**config.mk**
```make
export PLATFORM = sky130hd
export DESIGN_NAME = adpcm_sample_encoder_top
export DESIGN_NICKNAME = d
export VERILOG_FILES = /design/src/rtl/adpcm_enc_pkg.sv /design/src/rtl/adpcm_enc_quant.sv /design/src/rtl/adpcm_sample_encoder_top.sv
export SDC_FILE = /design/constraint.sdc
export NUM_CORES = 1
export LEC_CHECK = 0
export ABC_CLOCK_PERIOD_IN_PS = 5550
export BUFFER_PORTS_ARGS = -buffer_cell sky130_fd_sc_hd__buf_4
export CAP_MARGIN = 30
export CORE_MARGIN = 1.5
export CORE_UTILIZATION = 43
export CTS_CLUSTER_DIAMETER = 80
export DETAILED_ROUTE_END_ITERATION = 6
export HOLD_SLACK_MARGIN = 0.1
export PLACE_DENSITY = 0.56
export RECOVER_POWER = 25
export SYNTH_ARGS = -nofsm -noshare
export SYNTH_HDL_FRONTEND = slang
export SYNTH_SLANG_ARGS = --single-unit
```
**constraint.sdc**
```tcl
create_clock -name clk -period 5.55 [get_ports clk]
set_clock_uncertainty 0.2 [all_clocks]
set_input_delay 0.2775 -clock clk [delete_from_list [all_inputs] [get_ports clk]]
set_output_delay 0.2775 -clock clk [all_outputs]
set_load 0.005 [all_outputs]
```
**src/rtl/adpcm_enc_pkg.sv**
```systemverilog
// Types, constants and tables of the ADPCM sample encoder.
// Depends on nothing; used by every module of the block.
package adpcm_enc_pkg;

  localparam logic [6:0] MAX_INDEX = 7'd88;
  localparam logic signed [17:0] PRED_HI = 18'sd32767;
  localparam logic signed [17:0] PRED_LO = -18'sd32768;

  // Configuration register indexes
  localparam logic CFG_INIT_PRED = 1'b0;
  localparam logic CFG_INIT_STEP = 1'b1;

  typedef struct packed {
    logic signed [15:0] sample;
    logic               load_state;
    logic               last_sample;
  } in_item_t;

  typedef struct packed {
    logic [7:0]         packed_byte;
    logic signed [15:0] predictor_out;
    logic [6:0]         step_index_out;
    logic               block_end;
  } out_item_t;

  // Status returned by the quantizer
  typedef struct packed {
    logic        done;
    logic [2:0]  code;
    logic [15:0] dq;
  } quant_res_t;

  localparam logic [14:0] STEP_TBL [0:88] = '{
    15'd7, 15'd8, 15'd9, 15'd10, 15'd11, 15'd12, 15'd13, 15'd14, 15'd16, 15'd17,
    15'd19, 15'd21, 15'd23, 15'd25, 15'd28, 15'd31, 15'd34, 15'd37, 15'd41, 15'd45,
    15'd50, 15'd55, 15'd60, 15'd66, 15'd73, 15'd80, 15'd88, 15'd97, 15'd107,
    15'd118, 15'd130, 15'd143, 15'd157, 15'd173, 15'd190, 15'd209, 15'd230,
    15'd253, 15'd279, 15'd307, 15'd337, 15'd371, 15'd408, 15'd449, 15'd494,
    15'd544, 15'd598, 15'd658, 15'd724, 15'd796, 15'd876, 15'd963, 15'd1060,
    15'd1166, 15'd1282, 15'd1411, 15'd1552, 15'd1707, 15'd1878, 15'd2066,
    15'd2272, 15'd2499, 15'd2749, 15'd3024, 15'd3327, 15'd3660, 15'd4026,
    15'd4428, 15'd4871, 15'd5358, 15'd5894, 15'd6484, 15'd7132, 15'd7845,
    15'd8630, 15'd9493, 15'd10442, 15'd11487, 15'd12635, 15'd13899, 15'd15289,
    15'd16818, 15'd18500, 15'd20350, 15'd22385, 15'd24623, 15'd27086, 15'd29794,
    15'd32767
  };

  function automatic logic [14:0] step_lookup(input logic [6:0] idx);
    step_lookup = (idx > MAX_INDEX) ? STEP_TBL[MAX_INDEX] : STEP_TBL[idx];
  endfunction

  // Step index adjustment per magnitude code
  function automatic logic signed [4:0] idx_delta(input logic [2:0] code);
    case (code)
      3'd4:    idx_delta = 5'sd2;
      3'd5:    idx_delta = 5'sd4;
      3'd6:    idx_delta = 5'sd6;
      3'd7:    idx_delta = 5'sd8;
      default: idx_delta = -5'sd1;
    endcase
  endfunction

endpackage

```
**src/rtl/adpcm_enc_quant.sv**
```systemverilog
// Bit-serial quantizer: code = min(7, 4*mag/step), dq = step*code/4 + step/8.
// Depends on adpcm_enc_pkg.
module adpcm_enc_quant (
  input  logic                     clk,
  input  logic                     rst_n,
  input  logic                     start,
  input  logic [15:0]              mag,
  input  logic [14:0]              step,
  output adpcm_enc_pkg::quant_res_t res
);
  import adpcm_enc_pkg::*;

  localparam logic [2:0] QC_SAT  = 3'd0;
  localparam logic [2:0] QC_BIT2 = 3'd1;
  localparam logic [2:0] QC_BIT1 = 3'd2;
  localparam logic [2:0] QC_BIT0 = 3'd3;
  localparam logic [2:0] QC_FIN  = 3'd4;

  logic        busy_r, busy_nxt;
  logic [2:0]  cnt_r, cnt_nxt;
  logic [17:0] rem_r, rem_nxt;
  logic [14:0] stp_r, stp_nxt;
  logic [17:0] acc_r, acc_nxt;
  logic        sat_r, sat_nxt;
  logic [2:0]  code_r, code_nxt;
  logic [15:0] dq_r, dq_nxt;
  logic        done_r, done_nxt;
  logic [17:0] trial;
  logic        qbit;

  // Divisor multiple tried in this cycle
  always_comb begin
    case (cnt_r)
      QC_BIT2: trial = {1'b0, stp_r, 2'b00};
      QC_BIT1: trial = {2'b00, stp_r, 1'b0};
      QC_BIT0: trial = {3'b000, stp_r};
      default: trial = 18'd0;
    endcase
  end

  // A saturated quotient forces every bit to one
  assign qbit = sat_r | (rem_r >= trial);

  // One quotient bit per cycle, product accumulated alongside
  always_comb begin
    busy_nxt = busy_r;
    cnt_nxt  = cnt_r;
    rem_nxt  = rem_r;
    stp_nxt  = stp_r;
    acc_nxt  = acc_r;
    sat_nxt  = sat_r;
    code_nxt = code_r;
    dq_nxt   = dq_r;
    done_nxt = 1'b0;
    if (start) begin
      busy_nxt = 1'b1;
      cnt_nxt  = QC_SAT;
      rem_nxt  = {mag, 2'b00};
      stp_nxt  = step;
      acc_nxt  = 18'd0;
      sat_nxt  = 1'b0;
      code_nxt = 3'd0;
    end else if (busy_r) begin
      case (cnt_r)
        QC_SAT: begin
          sat_nxt = ({1'b0, rem_r} >= {1'b0, stp_r, 3'b000});
          cnt_nxt = QC_BIT2;
        end
        QC_BIT2, QC_BIT1, QC_BIT0: begin
          code_nxt = {code_r[1:0], qbit};
          if (qbit) begin
            acc_nxt = acc_r + trial;
          end
          if (qbit && !sat_r) begin
            rem_nxt = rem_r - trial;
          end
          cnt_nxt = cnt_r + 3'd1;
        end
        QC_FIN: begin
          dq_nxt   = acc_r[17:2] + {4'b0000, stp_r[14:3]};
          busy_nxt = 1'b0;
          done_nxt = 1'b1;
          cnt_nxt  = QC_SAT;
        end
        default: begin
          busy_nxt = 1'b0;
          cnt_nxt  = QC_SAT;
        end
      endcase
    end
  end

  always_ff @(posedge clk) begin
    if (!rst_n) begin
      busy_r <= 1'b0;
      cnt_r  <= QC_SAT;
      done_r <= 1'b0;
    end else begin
      busy_r <= busy_nxt;
      cnt_r  <= cnt_nxt;
      done_r <= done_nxt;
    end
  end

  always_ff @(posedge clk) begin
    rem_r  <= rem_nxt;
    stp_r  <= stp_nxt;
    acc_r  <= acc_nxt;
    sat_r  <= sat_nxt;
    code_r <= code_nxt;
    dq_r   <= dq_nxt;
  end

  assign res.done = done_r;
  assign res.code = code_r;
  assign res.dq   = dq_r;

endmodule

```
**src/rtl/adpcm_sample_encoder_top.sv**
```systemverilog
// Top level of the 4-bit ADPCM sample encoder.
// Depends on adpcm_enc_pkg and adpcm_enc_quant.
//
// One item is one signed 16-bit sample; every second code (or a lone code
// marked last) yields one packed byte with the updated predictor and step
// index. From acceptance until in_ready returns, an item passes through
// forming the difference and looking up the step, the bit-serial quantizer
// (saturation check, three quotient bits, step rescale), picking up its
// result and updating predictor and index. A finished byte sits in an
// output register, so the next item is taken while it waits; the update
// cycle holds only when a new byte is due while the old one is still unread.
module adpcm_sample_encoder_top (
  input  logic                     clk,
  input  logic                     rst_n,
  input  logic                     in_valid,
  output logic                     in_ready,
  input  adpcm_enc_pkg::in_item_t  in_data,
  output logic                     out_valid,
  input  logic                     out_ready,
  output adpcm_enc_pkg::out_item_t out_data,
  input  logic                     cfg_we,
  input  logic                     cfg_addr,
  input  logic [15:0]              cfg_wdata
);
  import adpcm_enc_pkg::*;

  localparam logic [1:0] S_IDLE  = 2'd0;
  localparam logic [1:0] S_PREP  = 2'd1;
  localparam logic [1:0] S_QUANT = 2'd2;
  localparam logic [1:0] S_UPD   = 2'd3;

  logic [1:0]         state_r, state_nxt;
  logic signed [15:0] sample_r, sample_nxt;
  logic               last_r, last_nxt;
  logic signed [15:0] pred_r, pred_nxt;
  logic [6:0]         idx_r, idx_nxt;
  logic [3:0]         held_r, held_nxt;
  logic               phase_r, phase_nxt;
  logic               sign_r, sign_nxt;
  logic signed [15:0] cfg_pred_r;
  logic [6:0]         cfg_idx_r;
  logic               out_valid_r, out_valid_nxt;
  out_item_t          out_data_r, out_data_nxt;

  logic [14:0]        step_w;
  logic signed [16:0] diff_pos, diff_neg;
  logic [15:0]        mag_w;
  quant_res_t         qres;
  logic signed [17:0] pred_sum;
  logic signed [15:0] pred_sat;
  logic signed [4:0]  idx_d;
  logic signed [8:0]  idx_sum;
  logic [6:0]         idx_new;
  logic [3:0]         nib;
  logic               emit;
  logic               out_free;

  // Difference and magnitude, both signs formed in parallel
  assign step_w   = step_lookup(idx_r);
  assign diff_pos = {sample_r[15], sample_r} - {pred_r[15], pred_r};
  assign diff_neg = {pred_r[15], pred_r} - {sample_r[15], sample_r};
  assign mag_w    = diff_pos[16] ? diff_neg[15:0] : diff_pos[15:0];

  adpcm_enc_quant u_quant (
    .clk   (clk),
    .rst_n (rst_n),
    .start (state_r == S_PREP),
    .mag   (mag_w),
    .step  (step_w),
    .res   (qres)
  );

  // Predictor update with 16-bit saturation
  always_comb begin
    pred_sum = sign_r ? ({{2{pred_r[15]}}, pred_r} - $signed({2'b00, qres.dq}))
                      : ({{2{pred_r[15]}}, pred_r} + $signed({2'b00, qres.dq}));
    if (pred_sum > PRED_HI) begin
      pred_sat = PRED_HI[15:0];
    end else if (pred_sum < PRED_LO) begin
      pred_sat = PRED_LO[15:0];
    end else begin
      pred_sat = pred_sum[15:0];
    end
  end

  // Step index update clamped to the table
  assign idx_d = idx_delta(qres.code);

  always_comb begin
    idx_sum = $signed({2'b00, idx_r}) + $signed({{4{idx_d[4]}}, idx_d});
    if (idx_sum < 9'sd0) begin
      idx_new = 7'd0;
    end else if (idx_sum > $signed({2'b00, MAX_INDEX})) begin
      idx_new = MAX_INDEX;
    end else begin
      idx_new = idx_sum[6:0];
    end
  end

  assign nib      = {sign_r, qres.code};
  assign emit     = phase_r | last_r;
  assign out_free = !out_valid_r || out_ready;

  // Sequencer
  always_comb begin
    state_nxt     = state_r;
    sample_nxt    = sample_r;
    last_nxt      = last_r;
    pred_nxt      = pred_r;
    idx_nxt       = idx_r;
    held_nxt      = held_r;
    phase_nxt     = phase_r;
    sign_nxt      = sign_r;
    out_valid_nxt = out_valid_r && !out_ready;
    out_data_nxt  = out_data_r;
    case (state_r)
      S_IDLE: begin
        if (in_valid) begin
          sample_nxt = in_data.sample;
          last_nxt   = in_data.last_sample;
          if (in_data.load_state) begin
            pred_nxt  = cfg_pred_r;
            idx_nxt   = (cfg_idx_r > MAX_INDEX) ? MAX_INDEX : cfg_idx_r;
            phase_nxt = 1'b0;
          end
          state_nxt = S_PREP;
        end
      end
      S_PREP: begin
        sign_nxt  = diff_pos[16];
        state_nxt = S_QUANT;
      end
      S_QUANT: begin
        if (qres.done) begin
          state_nxt = S_UPD;
        end
      end
      S_UPD: begin
        if (!emit || out_free) begin
          pred_nxt  = pred_sat;
          idx_nxt   = idx_new;
          phase_nxt = !emit;
          if (!emit) begin
            held_nxt = nib;
          end else begin
            out_valid_nxt               = 1'b1;
            out_data_nxt.packed_byte    = phase_r ? {held_r, nib} : {nib, 4'b0000};
            out_data_nxt.predictor_out  = pred_sat;
            out_data_nxt.step_index_out = idx_new;
            out_data_nxt.block_end      = last_r;
          end
          state_nxt = S_IDLE;
        end
      end
      default: state_nxt = S_IDLE;
    endcase
  end

  always_ff @(posedge clk) begin
    if (!rst_n) begin
      state_r     <= S_IDLE;
      pred_r      <= 16'sd0;
      idx_r       <= 7'd0;
      held_r      <= 4'd0;
      phase_r     <= 1'b0;
      out_valid_r <= 1'b0;
    end else begin
      state_r     <= state_nxt;
      pred_r      <= pred_nxt;
      idx_r       <= idx_nxt;
      held_r      <= held_nxt;
      phase_r     <= phase_nxt;
      out_valid_r <= out_valid_nxt;
    end
  end

  always_ff @(posedge clk) begin
    sample_r   <= sample_nxt;
    last_r     <= last_nxt;
    sign_r     <= sign_nxt;
    out_data_r <= out_data_nxt;
  end

  // Configuration registers
  always_ff @(posedge clk) begin
    if (!rst_n) begin
      cfg_pred_r <= 16'sd0;
      cfg_idx_r  <= 7'd0;
    end else if (cfg_we) begin
      case (cfg_addr)
        CFG_INIT_PRED: cfg_pred_r <= cfg_wdata;
        CFG_INIT_STEP: cfg_idx_r  <= cfg_wdata[6:0];
        default: ;
      endcase
    end
  end

  assign in_ready  = (state_r == S_IDLE);
  assign out_valid = out_valid_r;
  assign out_data  = out_data_r;

endmodule

```
# --- Word-level counts from Yosys, hierarchy flattened ---
# Memories as Yosys holds them, arrays and structs flattened. A register that Yosys moved wholly into a read port is not among the register bits.
# Cells that the tools add are included.
word_totals:
  ff_bits: 165
  latch_bits: 0
  mem_bits_rw: 0
  rom_bits: 1920
  input_bits: 40
  output_inout_bits: 34
  wordCells: 135
  mem_count: 1
memory_table:
  columns: ["memory", "words", "width", "rd", "rd_clocked_by_memory_dff", "write_ports", "line_no", "text"]
  rows:
  - ["(no name shown)", 128, 15, 1, 1, 0, "adpcm_enc_pkg.sv:49", "step_lookup = (idx > MAX_INDEX) ? STEP_TBL[MAX_INDEX] : STEP_TBL[idx];"]
op_classes:
  add_sub_neg: 9
  multipliers: 0
  n_div: 0
  magnitude_cmp: 8
  n_eq_ne: 15
  shift: 0
  mux: 38
  bitwise: 8
  reduce_logical: 31
op_table:
  columns: ["op", "count"]
  rows:
  - ["two-way mux 16 bit", 6]
  - ["two-way mux 18 bit", 5]
  - ["case mux 17 bit (3 select lines)", 1]
  - ["two-way mux 7 bit", 6]
  - ["case mux 16 bit (2 select lines)", 1]
  - ["AND reduction 3 bit", 7]
  - ["case mux 5 bit (4 select lines)", 1]
  - ["adder 16 x 17 -> 18 bit", 1]
  - ["adder 18 x 17 -> 18 bit", 1]
  - ["greater-or-equal comparator 18 x 17 -> 1 bit", 1]
  - ["greater-or-equal comparator 18 bit", 1]
  - ["> comparator 18 x 16 -> 1 bit (second input constant)", 1]
  - ["less-than comparator 18 x 16 -> 1 bit (second input constant)", 1]
  - ["subtractor 16 x 17 -> 18 bit", 1]
  - ["subtractor 18 x 17 -> 18 bit", 1]
  - ["subtractor 16 x 16 -> 17 bit", 1]
  - ["adder 16 x 12 -> 16 bit", 1]
  - ["subtractor 16 bit", 1]
  - ["== test 3 bit (second input constant)", 5]
  - ["> comparator 7 bit (second input constant)", 2]
  - ["case mux 7 bit (2 select lines)", 1]
  - ["two-way mux 1 bit", 10]
  - ["AND reduction 2 bit", 5]
  - ["adder 8 x 5 -> 9 bit", 1]
  - ["other kinds (27)", 47]

# --- Depth between registers and ports, before layout ---
logic_depth:
  ltp_word: 9
  mapped_depth: 19

# --- Hierarchy ---
# Synthesis repeated with hierarchy kept, for this count alone.
unflattened:
  hier_cells: 1697
  hier_area_um2: 14525.2
by_module_without_submodules:
  columns: ["module", "instances", "cells_per_inst", "area_each_um2"]
  rows:
  - ["adpcm_sample_encoder_top", 1, 1099, 8967.4]
  - ["adpcm_enc_quant", 1, 598, 5557.8]

# --- Worst setup path after synthesis ---
# No wires, ideal clock.
synth_timing:
  kind: "register to register"
  start: "register u_quant.cnt_r[2]"
  end: "register u_quant.rem_r[10], enable pin"
  setup_time_ps: 334
  arrival_ps: 3789
  setup_slack_ps: 1227
  stages_incl_launch_ff: 16
  path_buffers: 3
  path_cell_list: "dfxtp_1 -> clkbuf_1 -> inv_1 -> ha_1 -> clkbuf_1 -> a22oi_1 -> inv_1 -> fa_1 -> nand2b_1 -> a21oi_1 -> o41a_1 -> o21ai_0 -> a31o_2 -> a211oi_1 -> clkbuf_1 -> or2_2"
synth_via:
  elab_chain_cells: 7
  elab_cells_between_ends: 11
  classes_between: "1 x order compare; 3 x eq/ne; 1 x mux; 1 x bitwise; 5 x reduce/logical"
synth_rtl:
  columns: ["element", "line_no", "text"]
  rows:
  - ["from (decl)", "adpcm_enc_quant.sv:20", "logic [2:0] cnt_r, cnt_nxt;"]
  - ["from (signal assigned)", "adpcm_enc_quant.sv:100", "cnt_r <= cnt_nxt;"]
  - ["== test 3 x 2 -> 1 bit / == test 3 x 1 -> 1 bit (equally long branches)", "adpcm_enc_quant.sv:33, adpcm_enc_quant.sv:64", null]
  - ["case mux 17 bit (3 select lines)", "adpcm_enc_quant.sv:33", "case (cnt_r)"]
  - ["greater-or-equal comparator 18 x 17 -> 1 bit", "adpcm_enc_quant.sv:42", "assign qbit = sat_r | (rem_r >= trial);"]
  - ["bitwise OR 1 bit", "adpcm_enc_quant.sv:42", null]
  - ["logical AND 1 bit", "adpcm_enc_quant.sv:74", "if (qbit && !sat_r) begin"]
  - ["nonzero test 2 bit (no source line)", null, null]
  - ["AND reduction 3 bit (no source line) (*)", null, null]
  - ["to (signal assigned)", "adpcm_enc_quant.sv:106", "rem_r <= rem_nxt;"]
  - ["to (decl)", "adpcm_enc_quant.sv:21", "logic [17:0] rem_r, rem_nxt;"]
# Every way passes the cells marked *; elsewhere a longest branch is shown, timed or not.
# A chain may end at the register's enable or synchronous reset.

# --- Final worst setup path ---
layout_timing:
  start: "register u_quant.dq_r[7]"
  end: "register pred_r[1]"
layout_via:
  elab_chain_cells: 7
  elab_cells_between_ends: 9
  classes_between: "2 x add/sub; 2 x order compare; 5 x mux"
layout_rtl:
  columns: ["element", "line_no", "text"]
  rows:
  - ["from (decl)", "adpcm_enc_quant.sv:26", "logic [15:0] dq_r, dq_nxt;"]
  - ["from (signal assigned)", "adpcm_enc_quant.sv:111", "dq_r <= dq_nxt;"]
  - ["adder 16 x 17 -> 18 bit / subtractor 16 x 17 -> 18 bit (equally long branches)", "adpcm_sample_encoder_top.sv:76, adpcm_sample_encoder_top.sv:75", null]
  - ["two-way mux 18 bit (*)", "adpcm_sample_encoder_top.sv:75", "pred_sum = sign_r ? ({{2{pred_r[15]}}, pred_r} - $signed({2'b00, qres.dq}))"]
  - ["less-than comparator 18 x 16 -> 1 bit", "adpcm_sample_encoder_top.sv:79", "end else if (pred_sum < PRED_LO) begin"]
  - ["two-way mux 16 bit", "adpcm_sample_encoder_top.sv:79", null]
  - ["two-way mux 16 bit (*)", "adpcm_sample_encoder_top.sv:77", "if (pred_sum > PRED_HI) begin"]
  - ["two-way mux 16 bit (*)", "adpcm_sample_encoder_top.sv:139", "if (!emit || out_free) begin"]
  - ["case mux 16 bit (2 select lines) (*)", "adpcm_sample_encoder_top.sv:116", "case (state_r)"]
  - ["to (signal assigned)", "adpcm_sample_encoder_top.sv:169", "pred_r <= pred_nxt;"]
  - ["to (decl)", "adpcm_sample_encoder_top.sv:35", "logic signed [15:0] pred_r, pred_nxt;"]
# Every way passes the cells marked *; elsewhere a longest branch is shown, timed or not. The select of a mux whose other input is x is not followed.

==> reports/metrics.cfg <==
[run]
cap_violations = 1

[layout]
fin_nets = 1911
syn_to_final_growth_pct = 14.1
layout-drive-gt1-share_pct = 8.58
n_antenna_cell = 0

[clock_network]
cts_tree = done
post_cts_resized = 0
clock_latency_ps = 460
clk_pin_slew_ps = 80
cts_made_buffers = 17
clockBufferDepth = 2
cts_sinks = 180
cts_root_buffer = clkbuf_16
cts-htree-levels = 4

[floorplanning]
core_um2 = 31800
initial_utilization_pct = 44.0
rows = 65
dieArea_um2 = 33600
die_h_um = 183
io_pins = 74
die_w_um = 183

[yosys]
syn-num-nets = 1837
yosys_warnings = 0
synth-edff-count = 97
yosysUniqueCellTypes = 74
synth_area_um2 = 14000
ys.flop_type = edfxtp_1
synthCells = 1649
yosys-top-cells-area = edfxtp_1 21%, ha_1 13%, dfxtp_1 12%, nand2_1 4.9%, a21oi_1 4.6%
seq_area_frac_synth_pct = 32.7
async_reset_ff_share_pct = 0
yosysMostFrequentCell = nand2_1
yosysTopAreaCell = edfxtp_1
synth_seq_cells = 180
ys_top_cells_by_count = 181 x nand2_1, 143 x nor2_1, 141 x ha_1, 128 x a21oi_1, 119 x inv_1
netlist.area_leader.share_pct = 20.8
syn_avg_cell_area_um2 = 8.48

[critical_path]
crit_buf_inv = 1
slowest_stage = and3_1
r2r-start = u_quant.dq_r[7]
crit_fanout = 16
crit_family = simple AND/OR/NAND/NOR gates
critical_path_required_ps = 5670
worstSetupEndpointType = flip-flop
crit_chain = or4_1 > nor3_1 > nor3b_1 > a21oi_1 > xnor2_1 > ha_1 > a21o_1 > a2111oi_0 > nor2_1 > xor2_1 > o211ai_4 > buf_4 > and3_1 > a21oi_1
slowest_delay_ps = 740
crit_top_cell = a21oi_1
startpoint = u_quant.dq_r[7]
arrival_ps = 5040
worstSetupPathDepth = 14
cp-start-kind = flip-flop
criticalPathCategory = reg2reg
ff2ff_path_depth = 14

[route]
vias = 12300
firstDrtPassIters = 5
antenna_left = 0
wl_per_cell_um = 18.4
drcViolationCount = 0
drt_iter0_markers = 985
via_per_inst = 5.67
drt-total-wl_mm = 40.0

[run_status]
violations = capacitance limit, slew limit
outcome = complete, but fails checks

[timing]
timing.final.crit_share_pct = 88.8
min_period_ps = 4930
drv_slew = 37
tns_ps = 0
max_slew_margin_pct = -27.5
fmax_mhz = 203
tightestPinTransition_ps = 1910
grt_setup_unrepaired = false
hold_viol = 0
finalSetupViolCount = 0
holdWs_ps = 140

[power]
p_seq_share_pct = 27.9
swShare_pct = 45.5
p_per_area_nw_per_um2 = 463
combPwrFrac_pct = 54.3
leakagePower_nw = 6.54
p_clk_share_pct = 17.8
vdd_drop_max_mv = 0.247
intPower_mw = 4.03
power.switching_mw = 3.37

[global_route]
grt-ovfl-total = 0
antenna_found_initial = 0
grtUsageTotal_pct = 24.3
grt_pass1_wl_mm = 63.8
grt_max_degree = 62
grt_pass1_vias = 11800

[min_path]
hold_start = rst_n
min_path_type = in2reg
worst_hold_path.num_cells = 2

[placed_design]
dp_hpwl_mm = 30.0
place.gp.congestion = 0.923
io_buffers = 73

[through the flow]
step                setup slack, ps  power (mW)  cells  area, um2  utilization [%]
floorplan                      1230        4.93   1649      14000                -
global placement                704        6.02   2097      14900             47.0
detailed placement              710        6.06   2098      15000             47.0
CTS                             658        7.42   2169      16000             50.3
global route                    322        7.98   2171      16000             50.2
finish                          623        7.40   2171      16000             50.2
[timing repair]
item | 4_1_cts | 5_1_grt
endpoints found under the hold margin | 44 | 0
buffers inserted | 0 | 0
hold buffers | 39 | 0
[power groups by stage]
stage	Sequential, mW	Combinational [mW]	Clock (mW)
2_1_floorplan	1.94	3.00	0
3_5_place_dp	2.09	3.97	0
4_1_cts	2.06	4.02	1.34
6_report	2.07	4.02	1.31
3_3_place_gp	2.09	3.93	0
5_1_grt	2.10	4.49	1.39
[cells in the final DEF, fill, tap and decap left out, drive strengths merged, types with 33 or more instances in the layout]
master / synthesis / routed
ha: 141 / 141
xnor2: 59 / 59
mux2i: 33 / 33
buf: 10 / 40
inv: 119 / 124
o21ai: 97 / 97
a21oi: 138 / 138
dfxtp: 83 / 83
clkbuf: 68 / 71
nand2: 181 / 181
nor2: 143 / 143
dlygate4sd3: 0 / 39
edfxtp: 97 / 97
[registers in the layout, summed over array words and instances (netlist names), 2 cells and up]
name            cells
idx_r               7
cfg_idx_r           7
u_quant.code_r      3
u_quant.cnt_r       3
u_quant.stp_r      15
state_r             2
u_quant.dq_r       16
out_data           32
held_r              4
sample_r           16
u_quant.rem_r      18
cfg_pred_r         16
pred_r             16
u_quant.acc_r      18
[layout make-up]
cell class / count / area, um2
inverters: 121 / 454
well taps: 435 / 544
fillers: 3017 / 15800
flip-flops and latches: 180 / 4580
repair buffers: 133 / 1070
multi-input cells: 1270 / 8680
clock inverters: 15 / 214
clock buffers: 17 / 425
[kinds of logic (layout without fill, tap and decap cells)]
kind of cell | Yosys count | after routing | synth area share (%)
buffers and inverters | 199 | 286 | 5.47
and+or+nand+nor | 499 | 499 | 16.5
DFF | 180 | 180 | 32.7
xor gates and xnor gates | 81 | 81 | 5.13
adders and majority gates | 148 | 148 | 13.6
muxes | 37 | 37 | 2.77
AOI/OAI and AO/OA | 505 | 505 | 23.9
[per-layer routing]
metal	part of all wire (%)	up-vias	global-route usage, %
met1	47	5804	33.4
met5	0	-	0
met4	2.6	0	8.39
met2	46	327	39.1
met3	4.5	56	3.26
li1	-	6118	-
[worst reg2reg max path, stage by stage (launching register included)]
cell       delay [ps]
edfxtp_1          430
or4_1             630
nor3_1            330
nor3b_1           290
a21oi_1           120
xnor2_1           140
ha_1              340
a21o_1            200
a2111oi_0         380
nor2_1            190
xor2_1            210
o211ai_4          180
buf_4             240
and3_1            750
a21oi_1           150
[path summary, 6_finish.rpt]
path	endpoint	slack, ps
worst max register to register	pred_r[1]	620
worst max-delay path	pred_r[1]	620
worst min-delay path	u_quant.busy_r	140
worst min register to register	cfg_pred_r[11]	270
Power figures use the tool's default switching activity.
